## src/sv/rasi_pkg.sv

```systemverilog
// ----------------------------------------------------------------------------
// rasi_pkg
// Shared types and constants for the ray versus box slab test pipeline.
// ----------------------------------------------------------------------------
package rasi_pkg;

   // Default coordinate width (signed fixed point, Q16.16 by default)
   localparam int COORD_WIDTH_DEF = 32;

   // Number of coordinate fields in one request
   localparam int NUM_FIELDS = 12;

   // Distances are signed 64-bit, saturated at the limits
   localparam int DIST_W = 64;

   typedef logic signed [DIST_W-1:0] dist_type;

   localparam dist_type DIST_MAX = {1'b0, {(DIST_W-1){1'b1}}};
   localparam dist_type DIST_MIN = {1'b1, {(DIST_W-1){1'b0}}};

   // Field positions inside the request tdata, in units of one coordinate
   localparam int F_MIN_X = 0;
   localparam int F_MAX_X = 3;
   localparam int F_ORG_X = 6;
   localparam int F_INV_X = 9;

   // Stage enables of the per-axis distance pipeline
   typedef struct packed {
      logic diff;   // plane select and subtract
      logic mul;    // full product
      logic sat;    // clamp to distance range
   } slab_en_type;

   // Stage enables of the interval merge pipeline
   typedef struct packed {
      logic xy;     // merge x and y intervals
      logic z;      // merge z interval
      logic fin;    // final hit decision
   } merge_en_type;

endpackage

```

## src/sv/rasi_merge.sv

```systemverilog
// ----------------------------------------------------------------------------
// rasi_merge
// Narrows the x, y and z intervals one axis per stage and decides the hit.
// ----------------------------------------------------------------------------
module rasi_merge (
   input  logic                   clock,
   input  rasi_pkg::dist_type     near_x,
   input  rasi_pkg::dist_type     far_x,
   input  rasi_pkg::dist_type     near_y,
   input  rasi_pkg::dist_type     far_y,
   input  rasi_pkg::dist_type     near_z,
   input  rasi_pkg::dist_type     far_z,
   input  rasi_pkg::merge_en_type en,
   output logic                   hit
);
   import rasi_pkg::*;

   logic     miss1_ff, miss1_in;
   dist_type tmin1_ff, tmin1_in;
   dist_type tmax1_ff, tmax1_in;
   dist_type nz_ff, fz_ff;
   logic     miss2_ff, miss2_in;
   dist_type tmin2_ff, tmin2_in;
   dist_type tmax2_ff, tmax2_in;
   logic     hit_ff, hit_in;

   // x against y
   always_comb begin
      miss1_in = (near_x > far_y) || (near_y > far_x);
      tmin1_in = (near_y > near_x) ? near_y : near_x;
      tmax1_in = (far_y < far_x) ? far_y : far_x;
   end

   // merged interval against z; an earlier miss sticks
   always_comb begin
      miss2_in = miss1_ff || (tmin1_ff > fz_ff) || (nz_ff > tmax1_ff);
      tmin2_in = (nz_ff > tmin1_ff) ? nz_ff : tmin1_ff;
      tmax2_in = (fz_ff < tmax1_ff) ? fz_ff : tmax1_ff;
   end

   // Entry below the saturated maximum, exit beyond zero
   assign hit_in = !miss2_ff && (tmin2_ff < DIST_MAX) && (tmax2_ff > dist_type'(0));

   always_ff @(posedge clock) begin
      if (en.xy) begin
         miss1_ff <= miss1_in;
         tmin1_ff <= tmin1_in;
         tmax1_ff <= tmax1_in;
         nz_ff    <= near_z;
         fz_ff    <= far_z;
      end
      if (en.z) begin
         miss2_ff <= miss2_in;
         tmin2_ff <= tmin2_in;
         tmax2_ff <= tmax2_in;
      end
      if (en.fin) begin
         hit_ff <= hit_in;
      end
   end

   assign hit = hit_ff;

endmodule

```

## config.mk

```make
export PLATFORM = sky130hd
export DESIGN_NAME = rasi_merge
export DESIGN_NICKNAME = d
export VERILOG_FILES = /design/src/sv/rasi_pkg.sv /design/src/sv/rasi_merge.sv
export SDC_FILE = /design/constraint.sdc
export NUM_CORES = 1
export LEC_CHECK = 0
export BUFFER_PORTS_ARGS = -buffer_cell sky130_fd_sc_hd__buf_4
export CAP_MARGIN = 30
export CORE_AREA = 2 2 212 214
export DETAILED_ROUTE_END_ITERATION = 8
export DIE_AREA = 0 0 214 216
export GPL_TIMING_DRIVEN = 0
export PLACE_DENSITY = 0.83
export SETUP_SLACK_MARGIN = 0.15
export SLEW_MARGIN = 40
export SYNTH_ARGS = -nofsm -noshare
export SYNTH_HDL_FRONTEND = slang
export SYNTH_SLANG_ARGS = --single-unit
```

## constraint.sdc

```tcl
create_clock -name clock -period 5.3 [get_ports clock]
set_input_delay 0.265 -clock clock [delete_from_list [all_inputs] [get_ports clock]]
set_output_delay 0.265 -clock clock [all_outputs]
set_load 0.005 [all_outputs]
```

==> impl_results.md, run 1 <==
* Post-synth EDFFs at between 300 and 400
* Top area cells in the synthesized netlist: edfxtp_1 (42%), ha_1 (23%), mux2_4 (6.4%), inv_1 (5.3%), mux2i_1 (4.7%)
* Clock Path Buffers at 3
* Final critical-path required period at 4070 ps
* Crit. End Element: register
* Post-DP Area at 31,700 um^2
* Post-route ant nets at 0
* Hold Path Class: in -> reg
* Main synth FF type: edfxtp_1
* Layout Skew at 29.3 ps
* GRT overflow at 0
* Cts bufs inserted at 41
* Min Hold Slack at ~20 ps
* Total power at 10.3 mW
* Most common cell after layout, fill and taps aside: ha_1
* Syn Nets at 3,295
* Relative slew slack at 35.7%
* Vias at 22,475
* Mean area per synthesized cell at approximately 12 um^2
* Largest family of logic cells by synthesized area: adder cells
* CP Launch Type: register
* CTS tree: yes
* Max-slew violations at 0
* Syn. warnings at 0
* Clock tree sinks at 387
* # setup viols final at 0
* Post-Synthesis Cell Area at 27,900 um^2
* Cell taking the most area after synthesis: edfxtp_1
* Leak pwr at around 17 nW
* Synth cell types at 59
* Reg clk slew, reported paths at roughly 60 ps
* Full die area at 46,200 um^2
* Crit Path Class: reg -> reg
* Worst vdd ir at between 0.2 and 0.3 mV
* Fin cells at around 3,600
* Gr usage total at a little under two fifths
* IO Count at around 400
* Global-route wire length before repair at between 100,000 and 150,000 um
* Core region area at approximately 44,000 um^2
* Unrepaired setup endpoints after global routing: no
* Post-route worst setup slack at 1230 ps
* Req. time, crit path at 5620 ps
* Final period utilization at 76.7%
* Starting density of the core at a little under two thirds
* Final hold violation count at 0
* Filler cells at roughly 2,700
* Synth async-reset ratio at 0%
* CP max FO at 10
* Dpl cells at ~3,400
* Share of the synthesized area in the top cell type at 41.7%
* Outcome: finished, final reports clean
* Sequential area share after synthesis at 41.7%
* Cts hold-fix bufs at approximately 130
* Design area at 34,400 um^2
* Pwr dens at 299 nW/um^2
* DR vias/cell at about 6.3
* Avg WL per Cell at 24.7 um
* Layout cells sized above 1 at about a fifth
* IO buf count at 388
* Post-CTS resize count at 0
* Fin Setup TNS at 0 ps
* Hpwl dp at about 70,000 um
* Most frequent cells in the layout: ha_1 (510), buf_4 (393), inv_1 (392)
* Die W at 214 um
* Achievable Freq at 246 MHz
* Worst path arrival time at between 4000 and 5000 ps
* Synth-to-Final Area Change at 23.2%
* Vias in the first global route at 23,458
* DRT Pass-1 Iters at 6
* Root Driver: clkbuf_16
* H-tree Lvls at 2
* Largest net degree at the start of global routing at 85
* Initial antenna violation count at 4
* Drt initial violations at 2,402
* Fin util at approximately 78%
* Cell count after synthesis at 2,397
* Setup bufs post-CTS at 0
* Final net count at 3,861
* Chip height at 216 um
* Least-Margin Pin Slew at 955 ps
* Seq cells post-synth at 387
* Mux contribution to synthesized area at 11.6%
* Placer congestion estimate at 0.962
* Synth Area in Adders at 22.9%
* Site row count at 77
* XOR/XNOR share of the synthesized area at less than 1%
* Complex-gate fraction of the synthesized area at 9.55%
* Post-Synth Simple-Gate Area at 7.72%
* Place WS at 1220 ps
* Max Cap Violations at 0
* DRC violations left at 0
* Detailed-route wire length at 88,500 um
* Clock Latency Late Sink at between 500 and 600 ps
==> per-layer routing <==
layer  GRT usage [%]  vias up  wire length, um  share of wire (%)
met5               0        -                0                  0
met4            19.3        0             5010                5.7
met3            6.09      276             7240                8.2
met2            64.9     1228            42600                 48
met1            46.9    10821            33700                 38
li1                -    10150                -                  -
==> state kept, by name (all words and copies together), names as in the netlist <==
| name | flops |
|---|---|
| nz_ff | 64 |
| tmin1_ff | 64 |
| hit | 1 |
| fz_ff | 64 |
| miss2_ff | 1 |
| tmax1_ff | 64 |
| tmax2_ff | 64 |
| tmin2_ff | 64 |
| miss1_ff | 1 |
==> cells by family (layout without fill, tap and decap cells) <==
group	count (synthesis)	count (layout)
adder cells (fa/ha/maj)	510	510
buffers and inverters	421	1018
AO/OA/AOI/OAI	420	420
AND/OR/NAND/NOR	395	395
flip-flops	387	387
multiplexers	262	262
XOR/XNOR	2	2
other	0	4
==> final cells by class <==
type / instances / area (um^2) / area share, %
sequential: 387 / 11600 / 33.8
antenna: 4 / 10.0 / 0.0291
tap: 592 / 741 / 2.16
multi-input combinational: 1589 / 14500 / 42.2
clock inverter: 21 / 226 / 0.659
timing repair buffer: 523 / 4350 / 12.7
inverter: 392 / 1470 / 4.28
buffer: 29 / 349 / 1.02
clock buffer: 53 / 1110 / 3.24
==> worst paths after layout <==
path,startpoint,end,slack [ps],cells after the start
setup / recovery,fz_ff[62]$_DFFE_PP_,tmax2_ff[6]$_DFFE_PP_,1230,10
hold / removal,near_y[16],tmin1_ff[16]$_DFFE_PP_,20,2
setup reg to reg,fz_ff[62]$_DFFE_PP_,tmax2_ff[6]$_DFFE_PP_,1230,10
hold reg to reg,miss1_ff$_DFFE_PP_,miss2_ff$_DFFE_PP_,550,1
==> worst max-delay path, cell delays in order (launching register included) <==
cell and delay [ps]:
edfxtp_1 460, ha_1 380, nand4_1 120, nor3_1 520
nand4_1 230, or3_1 540, a31oi_1 540, o41ai_1 160
buf_4 250, buf_6 190, mux2i_1 410
==> Yosys cell counts, types with 20 or more instances <==
| cell type | instances |
|---|---|
| a211oi_1 | 23 |
| a21o_1 | 79 |
| a21oi_1 | 167 |
| and4_1 | 21 |
| edfxtp_1 | 387 |
| ha_1 | 510 |
| inv_1 | 392 |
| mux2_4 | 119 |
| mux2i_1 | 131 |
| nand2_1 | 89 |
| nand3_1 | 34 |
| nand4_1 | 116 |
| nor2_1 | 39 |
| nor3_1 | 20 |
| nor4_1 | 35 |
| o21ai_0 | 63 |
==> power breakdown <==
group	switching [mW]	internal, mW	total [mW]
registers	0.253	3.90	4.15
logic	1.67	1.51	3.18
clock network	1.24	1.69	2.93
Power figures use the tool's default switching activity.
==> run 2: changes to the inputs <==
--- a/config.mk
+++ b/config.mk
@@ -7,11 +7,11 @@
 export LEC_CHECK = 0
 export BUFFER_PORTS_ARGS = -buffer_cell sky130_fd_sc_hd__buf_4
 export CAP_MARGIN = 30
-export CORE_AREA = 2 2 212 214
+export CORE_AREA = 2 2 221 223
 export DETAILED_ROUTE_END_ITERATION = 8
-export DIE_AREA = 0 0 214 216
+export DIE_AREA = 0 0 223 225
 export GPL_TIMING_DRIVEN = 0
-export PLACE_DENSITY = 0.83
+export PLACE_DENSITY = 0.77
 export SETUP_SLACK_MARGIN = 0.15
 export SLEW_MARGIN = 40
 export SYNTH_ARGS = -nofsm -noshare
==> constraint.sdc (replaced) <==
create_clock -name clock -period 4 [get_ports clock]
set_input_delay 0.2 -clock clock [delete_from_list [all_inputs] [get_ports clock]]
set_output_delay 0.2 -clock clock [all_outputs]
set_load 0.005 [all_outputs]
==> impl_results.md, run 2 (same netlist as run 1, synthesis figures left out) <==
* Outcome: finished, final reports clean
* Root Driver: clkbuf_16
* Die W at 223 um
* CP Launch Type: register
* Total power at 13.6 mW
* Post-DP Area at 31,700 um^2
* Hold Path Class: in -> reg
* Sw power at 4.14 mW
* DRT Pass-1 Iters at 6
* Drt initial violations at roughly 1,800
* Vias in the first global route at 23,299
* Combinational share of power at between 30% and 40%
* Final hold violation count at 0
* CP max FO at 4
* Post-route ant nets at 0
* H-tree Lvls at 2
* Placer congestion estimate at between 0.9 and 1
* DR vias/cell at 5.93
* Power share of the clock group at about 28%
* Most common cell after layout, fill and taps aside: ha_1
* Vias at 22,192
* Relative slew slack at a little under a third
* # setup viols final at 0
* Cts bufs inserted at 43
* Fin Setup TNS at 0 ps
* Core region area at about 48,000 um^2
* Hpwl dp at 69,900 um
* Design area at 35,700 um^2
* Chip height at between 200 and 250 um
* Final net count at 3,996
* Clock tree sinks at between 300 and 400
* CTS tree: yes
* Max Cap Violations at 0
* Site row count at 80
* IO buf count at 388
* Clock Path Buffers at 3
* Crit Path Class: reg -> reg
* Detailed-route wire length at 87,500 um
* GRT overflow at 0
* Avg WL per Cell at 23.4 um
* Synth-to-Final Area Change at 28.1%
* DRC violations left at 0
* Worst path arrival time at roughly 4100 ps
* Switching Share at about 30%
* Unrepaired setup endpoints after global routing: no
* Most frequent cells in the layout: ha_1 (509), buf_4 (399), inv_1 (392)
* Req. time, crit path at 4340 ps
* Sequential Power Share at 40.4%
* Reg clk slew, reported paths at 60 ps
* Layout cells sized above 1 at 20.2%
* IO Count at 389
* Layout Skew at approximately 23 ps
* Max-slew violations at 0
* Post-route worst setup slack at 208 ps
* Final period utilization at between 90% and 100%
* Achievable Freq at ~260 MHz
* Pwr dens at 380 nW/um^2
* Full die area at about 50,000 um^2
* Clock Latency Late Sink at 580 ps
* Starting density of the core at around 60%
* Gr usage total at 34.5%
* Final critical-path required period at 3790 ps
* Least-Margin Pin Slew at 998 ps
* Leak pwr at 17.2 nW
* Worst vdd ir at roughly 0.26 mV
* Global-route wire length before repair at approximately 130,000 um
* Largest net degree at the start of global routing at between 80 and 90
* Internal at 9.43 mW
* Filler cells at between 3,000 and 4,000
* Place WS at -73.6 ps
* Initial antenna violation count at 2
* Crit. End Element: register
## run 2: cell count changes in the layout (fill, tap and decap cells not counted), moves of 2 or more
cell	previous run	this run
dlygate4sd3_1	131	258
a2111oi_1	1	3
buf_4	393	399
clkinv_2	8	6
diode_2	4	2
a2111oi_0	7	5
clkinvlp_4	4	2
clkinv_1	2	8
## run 2: layout make-up
cell class | instances | area [um^2] | share of cell area, %
Multi-Input combinational cell | 1589 | 14600 | 40.7
Timing Repair Buffer | 656 | 5670 | 15.9
Sequential cell | 387 | 11600 | 32.5
Inverter | 392 | 1470 | 4.12
Clock inverter | 22 | 191 | 0.536
Tap cell | 615 | 769 | 2.15
Buffer | 29 | 349 | 0.977
Antenna cell | 2 | 5.00 | 0.0140
Clock buffer | 52 | 1110 | 3.11
## run 2: power groups by stage
stage | clock (mW) | sequential (mW) | combinational, mW
6_report | 3.78 | 5.48 | 4.31
5_1_grt | 3.95 | 5.52 | 4.67
4_1_cts | 3.82 | 5.47 | 4.21
3_5_place_dp | 0 | 5.55 | 3.97
3_3_place_gp | 0 | 5.54 | 3.81
2_1_floorplan | 0 | 5.40 | 2.63
## run 2: per-stage QoR
stage               hold slack [ps]  utilization, %  cells
finish                         9.37            75.2   3744
global route                   13.4            75.2   3744
CTS                            3.38            75.0   3736
detailed placement              379            66.8   3404
global placement                379            66.4   3400
floorplan                       299               -   2397
## run 2: what timing repair did
action | 4_1_cts | 5_1_grt
gates cloned | 0 | 0
hold buffers | 258 | 0
endpoints found under the setup margin | 59 | 99
endpoints found under the hold margin | 196 | 0
pin swaps | 0 | 2
setup buffers | 0 | 6
gates resized for setup | 5 | 6
## run 2: worst paths after layout
path,depth (start not counted),slack (ps),startpoint,endpoint
worst max-delay path,9,210,tmin1_ff[63]$_DFFE_PP_,miss2_ff$_DFFE_PP_
worst min-delay path,2,9,near_x[49],tmin1_ff[49]$_DFFE_PP_
worst max register to register,9,210,tmin1_ff[63]$_DFFE_PP_,miss2_ff$_DFFE_PP_
worst min register to register,1,500,miss1_ff$_DFFE_PP_,miss2_ff$_DFFE_PP_
## run 2: per-layer routing
layer / share of wire (%) / up-vias / GRT usage, %
met3: 6.5 / 224 / 4.73
met5: 0 / - / 0
met2: 49 / 908 / 60.2
li1: - / 10425 / -
met1: 40 / 10635 / 42.6
met4: 4.8 / 0 / 16.2
## run 2: critical path: stages, from the launching register on
cell	delay [ps]
edfxtp_1	440
ha_2	430
nand4_1	230
or4_1	580
nor3_4	350
nand4_1	220
or3_1	470
o221ai_4	220
mux2_2	360
a211o_1	240
